**src/design/mcfec_pkg.sv**
```systemverilog
// Shared types, codes and helpers for the motor command frame and encoder counter.
`default_nettype none
package mcfec_pkg;

    localparam int FRAME_BYTES = 6;
    localparam int IDX_BITS    = $clog2(FRAME_BYTES);

    localparam logic [7:0] HEADER_MARK = 8'd125;
    localparam logic [7:0] FULL_DUTY   = 8'd100;

    // request kinds on the input tuser
    localparam logic [1:0] FUNC_BYTE   = 2'd0;
    localparam logic [1:0] FUNC_EDGE   = 2'd1;
    localparam logic [1:0] FUNC_TICK   = 2'd2;
    localparam logic [1:0] FUNC_UNUSED = 2'd3;

    // report kinds on the output tuser
    localparam logic [1:0] KIND_ACK  = 2'd0;
    localparam logic [1:0] KIND_ENC  = 2'd1;
    localparam logic [1:0] KIND_TICK = 2'd2;

    // frame mode and direction bytes
    localparam logic [7:0] MODE_STOP = 8'd0;
    localparam logic [7:0] MODE_RUN  = 8'd1;
    localparam logic [7:0] DIR_OFF   = 8'd0;
    localparam logic [7:0] DIR_FWD   = 8'd1;
    localparam logic [7:0] DIR_REV   = 8'd2;

    typedef struct packed {
        logic [1:0] func;
        logic [7:0] rx_byte;
        logic       encoder_select;
        logic       edge_channel;
        logic       level_a;
        logic       level_b;
    } item_t;

    typedef struct packed {
        logic       done;
        logic [7:0] header;
        logic [7:0] dir_one;
        logic [7:0] spd_one;
        logic [7:0] dir_two;
        logic [7:0] spd_two;
        logic [7:0] mode;
    } frame_t;

    typedef struct packed {
        logic [1:0]         report_kind;
        logic               ack_value;
        logic signed [31:0] count_one;
        logic signed [31:0] count_two;
        logic [31:0]        elapsed_ticks;
        logic               one_fwd_pin;
        logic               one_rev_pin;
        logic [6:0]         one_duty;
        logic               two_fwd_pin;
        logic               two_rev_pin;
        logic [6:0]         two_duty;
    } result_t;

    // pin pair {rev, fwd}; an unknown direction keeps the current levels
    function automatic logic [1:0] dir_pins(input logic [7:0] dir, input logic [1:0] cur);
        logic [1:0] pins;
        case (dir)
            DIR_OFF: pins = 2'b00;
            DIR_FWD: pins = 2'b01;
            DIR_REV: pins = 2'b10;
            default: pins = cur;
        endcase
        return pins;
    endfunction

    // inverted duty in percent, floored at zero
    function automatic logic [6:0] inv_duty(input logic [7:0] speed);
        logic [7:0] diff;
        diff = (speed >= FULL_DUTY) ? 8'd0 : (FULL_DUTY - speed);
        return diff[6:0];
    endfunction

endpackage
`default_nettype wire

```
**src/design/motor_command_frame_and_encoder_counter.sv**
```systemverilog
// Top level: input register, frame assembler, motor/encoder state and result register.
`default_nettype none
// Takes one request per clock: a received byte, an encoder edge or a time tick,
// selected by s_tuser. Every sixth byte closes a frame; a frame whose header is
// 125 and mode 1 sets the motor pins and inverted duties and starts the tick
// counter, mode 0 stops both motors and clears counts and ticks; either answers
// with an acknowledge. Each encoder edge steps a x4 quadrature count and reports;
// each tick while running advances the tick total and reports. Other requests
// give no report. A request passes through an input register and is decided from
// there straight into the output register once that register can take its report;
// one request per cycle is sustained while m_tready stays high. COUNT_BITS sets
// the width of the stored encoder counts; reports carry their low 32 bits.
module motor_command_frame_and_encoder_counter
    import mcfec_pkg::*;
#(
    parameter int COUNT_BITS = 32
)
(
    input  wire logic         clk,
    input  wire logic         rst_n,
    input  wire logic         s_tvalid,
    output logic              s_tready,
    input  wire logic [15:0]  s_tdata,  // rx_byte[7:0], encoder_select, edge_channel,
                                        // level_a, level_b, zero pad
    input  wire logic [1:0]   s_tuser,  // func
    output logic              m_tvalid,
    input  wire logic         m_tready,
    output logic [119:0]      m_tdata,  // ack_value, count_one[31:0], count_two[31:0],
                                        // elapsed_ticks[31:0], one_fwd_pin, one_rev_pin,
                                        // one_duty[6:0], two_fwd_pin, two_rev_pin,
                                        // two_duty[6:0], zero pad
    output logic [1:0]        m_tuser   // report_kind
);

    logic    in_valid_reg;
    item_t   in_item_reg;
    logic    out_valid_reg;
    result_t out_result_reg;
    logic    fire;
    logic    has_result;
    result_t result;
    frame_t  frame;

    // decide the held request once the result register can take its report
    assign fire     = in_valid_reg && (!out_valid_reg || m_tready);
    assign s_tready = !in_valid_reg || fire;

    always_ff @(posedge clk or negedge rst_n)
    begin
        if (!rst_n)
        begin
            in_valid_reg  <= 1'b0;
            out_valid_reg <= 1'b0;
        end
        else
        begin
            if (s_tready)
            begin
                in_valid_reg <= s_tvalid;
            end
            if (fire)
            begin
                out_valid_reg <= has_result;
            end
            else if (m_tready)
            begin
                out_valid_reg <= 1'b0;
            end
        end
    end

    always_ff @(posedge clk)
    begin
        if (s_tready && s_tvalid)
        begin
            in_item_reg.func           <= s_tuser;
            in_item_reg.rx_byte        <= s_tdata[7:0];
            in_item_reg.encoder_select <= s_tdata[8];
            in_item_reg.edge_channel   <= s_tdata[9];
            in_item_reg.level_a        <= s_tdata[10];
            in_item_reg.level_b        <= s_tdata[11];
        end
        if (fire && has_result)
        begin
            out_result_reg <= result;
        end
    end

    mcfec_frame_asm u_frame_asm
    (
        .clk       (clk),
        .rst_n     (rst_n),
        .byte_fire (fire && (in_item_reg.func == FUNC_BYTE)),
        .rx_byte   (in_item_reg.rx_byte),
        .frame     (frame)
    );

    mcfec_ctrl #(
        .COUNT_BITS (COUNT_BITS)
    ) u_ctrl
    (
        .clk        (clk),
        .rst_n      (rst_n),
        .fire       (fire),
        .item       (in_item_reg),
        .frame      (frame),
        .has_result (has_result),
        .result     (result)
    );

    assign m_tvalid = out_valid_reg;
    assign m_tuser  = out_result_reg.report_kind;
    assign m_tdata  = {5'd0,
                       out_result_reg.two_duty,
                       out_result_reg.two_rev_pin,
                       out_result_reg.two_fwd_pin,
                       out_result_reg.one_duty,
                       out_result_reg.one_rev_pin,
                       out_result_reg.one_fwd_pin,
                       out_result_reg.elapsed_ticks,
                       out_result_reg.count_two,
                       out_result_reg.count_one,
                       out_result_reg.ack_value};

endmodule
`default_nettype wire

```
**src/design/mcfec_frame_asm.sv**
```systemverilog
// Frame assembler: collects received bytes and presents a complete frame.
`default_nettype none
module mcfec_frame_asm
    import mcfec_pkg::*;
(
    input  wire logic       clk,
    input  wire logic       rst_n,
    input  wire logic       byte_fire,
    input  wire logic [7:0] rx_byte,
    output frame_t          frame
);

    logic [IDX_BITS-1:0] byte_index_reg;
    logic [IDX_BITS-1:0] byte_index_next;
    logic [7:0]          frame_store_reg [FRAME_BYTES-1];
    logic                last_byte;

    assign last_byte = (byte_index_reg == IDX_BITS'(FRAME_BYTES - 1));

    always_comb
    begin
        byte_index_next = byte_index_reg;
        if (byte_fire)
        begin
            byte_index_next = last_byte ? '0 : byte_index_reg + 1'b1;
        end
    end

    always_ff @(posedge clk or negedge rst_n)
    begin
        if (!rst_n)
        begin
            byte_index_reg <= '0;
            for (int i = 0; i < FRAME_BYTES - 1; i++)
            begin
                frame_store_reg[i] <= '0;
            end
        end
        else
        begin
            byte_index_reg <= byte_index_next;
            if (byte_fire && !last_byte)
            begin
                frame_store_reg[byte_index_reg] <= rx_byte;
            end
        end
    end

    // the mode byte is the one arriving now
    always_comb
    begin
        frame.done    = byte_fire && last_byte;
        frame.header  = frame_store_reg[0];
        frame.dir_one = frame_store_reg[1];
        frame.spd_one = frame_store_reg[2];
        frame.dir_two = frame_store_reg[3];
        frame.spd_two = frame_store_reg[4];
        frame.mode    = rx_byte;
    end

endmodule
`default_nettype wire

```
**src/design/mcfec_ctrl.sv**
```systemverilog
// Motor and encoder state: pins, duties, run flag, counts and tick total.
`default_nettype none
module mcfec_ctrl
    import mcfec_pkg::*;
#(
    parameter int COUNT_BITS = 32
)
(
    input  wire logic   clk,
    input  wire logic   rst_n,
    input  wire logic   fire,
    input  wire item_t  item,
    input  wire frame_t frame,
    output logic        has_result,
    output result_t     result
);

    logic                  running_reg, running_next;
    logic [COUNT_BITS-1:0] pos_one_reg, pos_one_next;
    logic [COUNT_BITS-1:0] pos_two_reg, pos_two_next;
    logic [31:0]           ticks_reg, ticks_next;
    logic [3:0]            pins_reg, pins_next;
    logic [6:0]            duty_one_reg, duty_one_next;
    logic [6:0]            duty_two_reg, duty_two_next;
    logic                  count_up;
    logic [COUNT_BITS-1:0] pos_sel, pos_step;
    logic                  ack_value;
    logic [1:0]            kind;

    assign count_up = item.edge_channel ? (item.level_a == item.level_b)
                                        : (item.level_a != item.level_b);
    assign pos_sel  = item.encoder_select ? pos_two_reg : pos_one_reg;
    assign pos_step = count_up ? pos_sel + 1'b1 : pos_sel - 1'b1;

    always_comb
    begin
        running_next  = running_reg;
        pos_one_next  = pos_one_reg;
        pos_two_next  = pos_two_reg;
        ticks_next    = ticks_reg;
        pins_next     = pins_reg;
        duty_one_next = duty_one_reg;
        duty_two_next = duty_two_reg;
        has_result    = 1'b0;
        ack_value     = 1'b0;
        kind          = KIND_ACK;
        case (item.func)
            FUNC_BYTE:
            begin
                if (frame.done && frame.header == HEADER_MARK)
                begin
                    if (frame.mode == MODE_RUN)
                    begin
                        pins_next[1:0] = dir_pins(frame.dir_one, pins_reg[1:0]);
                        pins_next[3:2] = dir_pins(frame.dir_two, pins_reg[3:2]);
                        duty_one_next  = inv_duty(frame.spd_one);
                        duty_two_next  = inv_duty(frame.spd_two);
                        running_next   = 1'b1;
                        has_result     = 1'b1;
                        ack_value      = 1'b1;
                    end
                    else if (frame.mode == MODE_STOP)
                    begin
                        pins_next     = '0;
                        duty_one_next = FULL_DUTY[6:0];
                        duty_two_next = FULL_DUTY[6:0];
                        running_next  = 1'b0;
                        ticks_next    = '0;
                        pos_one_next  = '0;
                        pos_two_next  = '0;
                        has_result    = 1'b1;
                    end
                end
            end
            FUNC_EDGE:
            begin
                if (item.encoder_select)
                begin
                    pos_two_next = pos_step;
                end
                else
                begin
                    pos_one_next = pos_step;
                end
                has_result = 1'b1;
                kind       = KIND_ENC;
            end
            FUNC_TICK:
            begin
                if (running_reg)
                begin
                    ticks_next = ticks_reg + 1'b1;
                    has_result = 1'b1;
                    kind       = KIND_TICK;
                end
            end
            default:
            begin
                has_result = 1'b0;
            end
        endcase
    end

    // report the state as it stands after this request
    always_comb
    begin
        result.report_kind   = kind;
        result.ack_value     = ack_value;
        result.count_one     = 32'(pos_one_next);
        result.count_two     = 32'(pos_two_next);
        result.elapsed_ticks = ticks_next;
        result.one_fwd_pin   = pins_next[0];
        result.one_rev_pin   = pins_next[1];
        result.one_duty      = duty_one_next;
        result.two_fwd_pin   = pins_next[2];
        result.two_rev_pin   = pins_next[3];
        result.two_duty      = duty_two_next;
    end

    always_ff @(posedge clk or negedge rst_n)
    begin
        if (!rst_n)
        begin
            running_reg  <= 1'b0;
            pos_one_reg  <= '0;
            pos_two_reg  <= '0;
            ticks_reg    <= '0;
            pins_reg     <= '0;
            duty_one_reg <= '0;
            duty_two_reg <= '0;
        end
        else if (fire)
        begin
            running_reg  <= running_next;
            pos_one_reg  <= pos_one_next;
            pos_two_reg  <= pos_two_next;
            ticks_reg    <= ticks_next;
            pins_reg     <= pins_next;
            duty_one_reg <= duty_one_next;
            duty_two_reg <= duty_two_next;
        end
    end

endmodule
`default_nettype wire

```
**config.mk**
```make
export PLATFORM = sky130hd
export DESIGN_NAME = motor_command_frame_and_encoder_counter
export DESIGN_NICKNAME = d
export VERILOG_FILES = /design/src/design/mcfec_pkg.sv /design/src/design/motor_command_frame_and_encoder_counter.sv /design/src/design/mcfec_frame_asm.sv /design/src/design/mcfec_ctrl.sv
export SDC_FILE = /design/constraint.sdc
export NUM_CORES = 1
export LEC_CHECK = 0
export ABC_AREA = 0
export BUFFER_PORTS_ARGS = -buffer_cell sky130_fd_sc_hd__clkbuf_2
export CAP_MARGIN = 20
export CORE_UTILIZATION = 60
export DETAILED_ROUTE_END_ITERATION = 12
export PLACE_DENSITY = 0.86
export SYNTH_ARGS = -nofsm -noshare
export SYNTH_HDL_FRONTEND = slang
export SYNTH_HIERARCHICAL = 1
export SYNTH_SLANG_ARGS = --single-unit
```
**constraint.sdc**
```tcl
create_clock -name clk -period 8.6 [get_ports clk]
set_clock_uncertainty 0.1 [all_clocks]
set_input_delay 0.43 -clock clk [delete_from_list [all_inputs] [get_ports clk]]
set_output_delay 0.43 -clock clk [all_outputs]
set_load 0.02 [all_outputs]
```
==> results.md <==
- First-pass DRT Iterations: 6
- Kind of critical path: register to register
- Post-CTS sizing: 0
- N_diodes: 0
- Die Area: 0.0253 mm2
- Nets@finish: 1454
- # clock sinks: 291
- Least-Margin Pin Slew: 1.08 ns
- Util after Layout: 0.688
- RSZ-0062 raised after global routing: no
- Starting Density: 0.609
- Remaining antenna violation count: 0
- Die Wd: 159 um
- Global route overflow: 0
- Hold buffers post-CTS: 16
- Max reg flops: 115
- Worst-skew pair later-pin latency: 0.57 ns
- Final Critical Period: 4.98 ns
- Mapped Cells: 1280
- Dpl hpwl: 20900 um
- Vias: 10.9k
- Clk slew on worst S/H paths: 0.06 ns
- Prevailing post-synth register cell: dfrtp_1
- Highest Clock Rate: 0.201 GHz
- DRC: 0
- Max clock buf depth: 3
- Status: finished clean
- Vias in the first global route: 10.6k
- Library cells used by synthesis: 82
- Avg Synthesized Cell Area: 11.5 um2
- RePlAce Congestion: 0.900
- H-tree depth: 1
- Port Buf Inserts: 136
- Final Max Tran Viols: 0
- Die height: 159 um
- Fillers: 1739
- Pin count of the biggest net entering global routing: 83
- DR vias/cell: 6.22
- Crit path DAT: 5.18 ns
- Row Count: 57
- Core area: 0.0242 mm2
- Mapped Area: 0.0148 mm2
- Commonest cells in the netlist: dfrtp_1 (160), edfxtp_1 (131), nand2_1 (115)
- I/O pin count: 146
- Post-route insts no fill: 1747
- Final WL: 33500 um
- Endpoint class of the critical path: register
- Post-synthesis sequential area ratio: 0.537
- Crit share post-route: 0.579
- LEAKAGE: 7.31 nW
- Power Dens Cells: 309 mW/mm2
- Root buf cell: clkbuf_16
- Setup TNS: 0 ns
- Post-synth EDFFs: 131
- Area contributors post-synth: dfrtp_1 (27%), edfxtp_1 (27%), mux2_2 (7.9%), a22o_1 (6.0%), nand2_1 (2.9%)
- Share of Yosys cell area claimed by the top area cell type: 0.271
- Endpoints failing hold: 0
- PnR Total Power: 0.00516 W
- Startpoint Class: register
- Worst-path fanout max: 48
- FFs w/ async S/R, synth: 0.550
- CTS tree: done
- Slew headroom: 0.278
- Total CTS buffers: 29
- Worst min path class: primary input to register
- VDD IR-drop max: 0.000188 V
- Ys Warns: 6
- Dpl cells: 1676
- Initial antenna violation count: 0
- Total track usage: 0.265
- 1st-iter DRT viols: 1027
- Synth area leader: dfrtp_1
- Area grow syn2layout: 13.0%
- First-pass GRT wire length: 54200 um
- Share of cells above drive strength 1: 0.237
- Final setup vio count: 0
- Worst EP required: 8.81 ns
- Max Cap Viol: 0
- #FFs+latches synth: 291
- Post-CTS Setup Bufs: 0
- WL/cell: 19.2 um
- Most numerous cell in the Yosys netlist: dfrtp_1
==> placed cells by master, fill, tap and decap left out, types with 9 or more instances in the layout <==
master	count
nand3_1	34
a21o_1	24
nor2_1	78
dfrtp_1	160
dlygate4sd3_1	16
clkbuf_2	135
xor2_1	17
clkbuf_16	29
edfxtp_1	131
and3_1	14
nand2_1	115
mux2i_1	19
nor3_1	23
ha_1	31
clkbuf_1	9
xnor2_1	26
a21oi_1	52
o31ai_1	10
o21ai_0	76
nand2b_1	9
inv_1	33
mux2_2	104
buf_4	13
a22o_1	102
==> critical path, cell delays in order (launching register included) <==
cell and delay [ns]:
edfxtp_1 0.37, xor3_2 0.70, inv_2 0.49, fa_1 0.61
a21o_1 0.19, a21oi_1 0.24, o21bai_1 0.09, a21oi_1 0.23
o21ai_0 0.24, a21o_1 0.26, a311oi_2 0.44, o21ai_2 0.24
xnor2_1 0.25, a22o_1 0.25
==> final timing paths <==
check,from,end,slack (ns),cells past startpoint
worst max-delay path,in_item_reg[0]$_DFFE_PP_,m_tdata[55]$_DFFE_PP_,3.62,13
worst min-delay path,m_tready,m_tvalid$_DFFE_PN0P_,0.12,3
worst max register to register,in_item_reg[0]$_DFFE_PP_,m_tdata[55]$_DFFE_PP_,3.62,13
worst min register to register,u_ctrl/duty_two_reg[0]$_DFFE_PN0P_,u_ctrl/duty_two_reg[0]$_DFFE_PN0P_,0.37,2
max in group asynchronous,rst_n,u_ctrl/pos_two_reg[15]$_DFFE_PN0P_,6.89,4
min in group asynchronous,rst_n,u_ctrl/duty_two_reg[4]$_DFFE_PN0P_,0.38,2
==> area by class of cell <==
type	instances	area (um2)	area share
Tap cell	324	405	0.0243
Clock buffer	40	787	0.0471
Clock inverter	14	123	0.00735
Timing Repair Buffer	166	972	0.0582
Multi-Input combinational cell	876	6330	0.379
Inverter	36	135	0.00810
Sequential cell	291	7940	0.476
==> routing by layer <==
| metal | part of all wire | vias to the layer above | global-route usage |
|---|---|---|---|
| met5 | 0 | - | 0 |
| li1 | - | 4992 | - |
| met1 | 0.42 | 5281 | 0.367 |
| met3 | 0.072 | 81 | 0.0384 |
| met2 | 0.48 | 509 | 0.430 |
| met4 | 0.028 | 0 | 0.0927 |
==> through the flow <==
step	worst slack, ns	cell area [um2]	hold slack, ns
after global routing	3.37	16700	0.112
after CTS	3.67	16700	0.114
after floorplan	1.34	14800	0.0344
after global placement	3.78	15600	0.350
after detailed placement	3.72	15600	0.361
final	3.62	16700	0.118
==> power by group <==
group / switching (W) / internal, W
registers: 0.000231 / 0.00179
clock network: 0.000536 / 0.000677
logic: 0.00110 / 0.000826
total: 0.00187 / 0.00329
==> cells by family after synthesis <==
kind of cell               count (synthesis)  share of synthesized area
and+or+nand+nor                          336                      0.113
AOI/OAI and AO/OA                        329                      0.160
DFF                                      291                      0.537
muxes                                    125                     0.0940
buffers and inverters                    117                     0.0357
xor gates and xnor gates                  47                     0.0305
adders and majority gates                 34                     0.0291
other                                      1                   0.000254
Power figures use the tool's default switching activity.
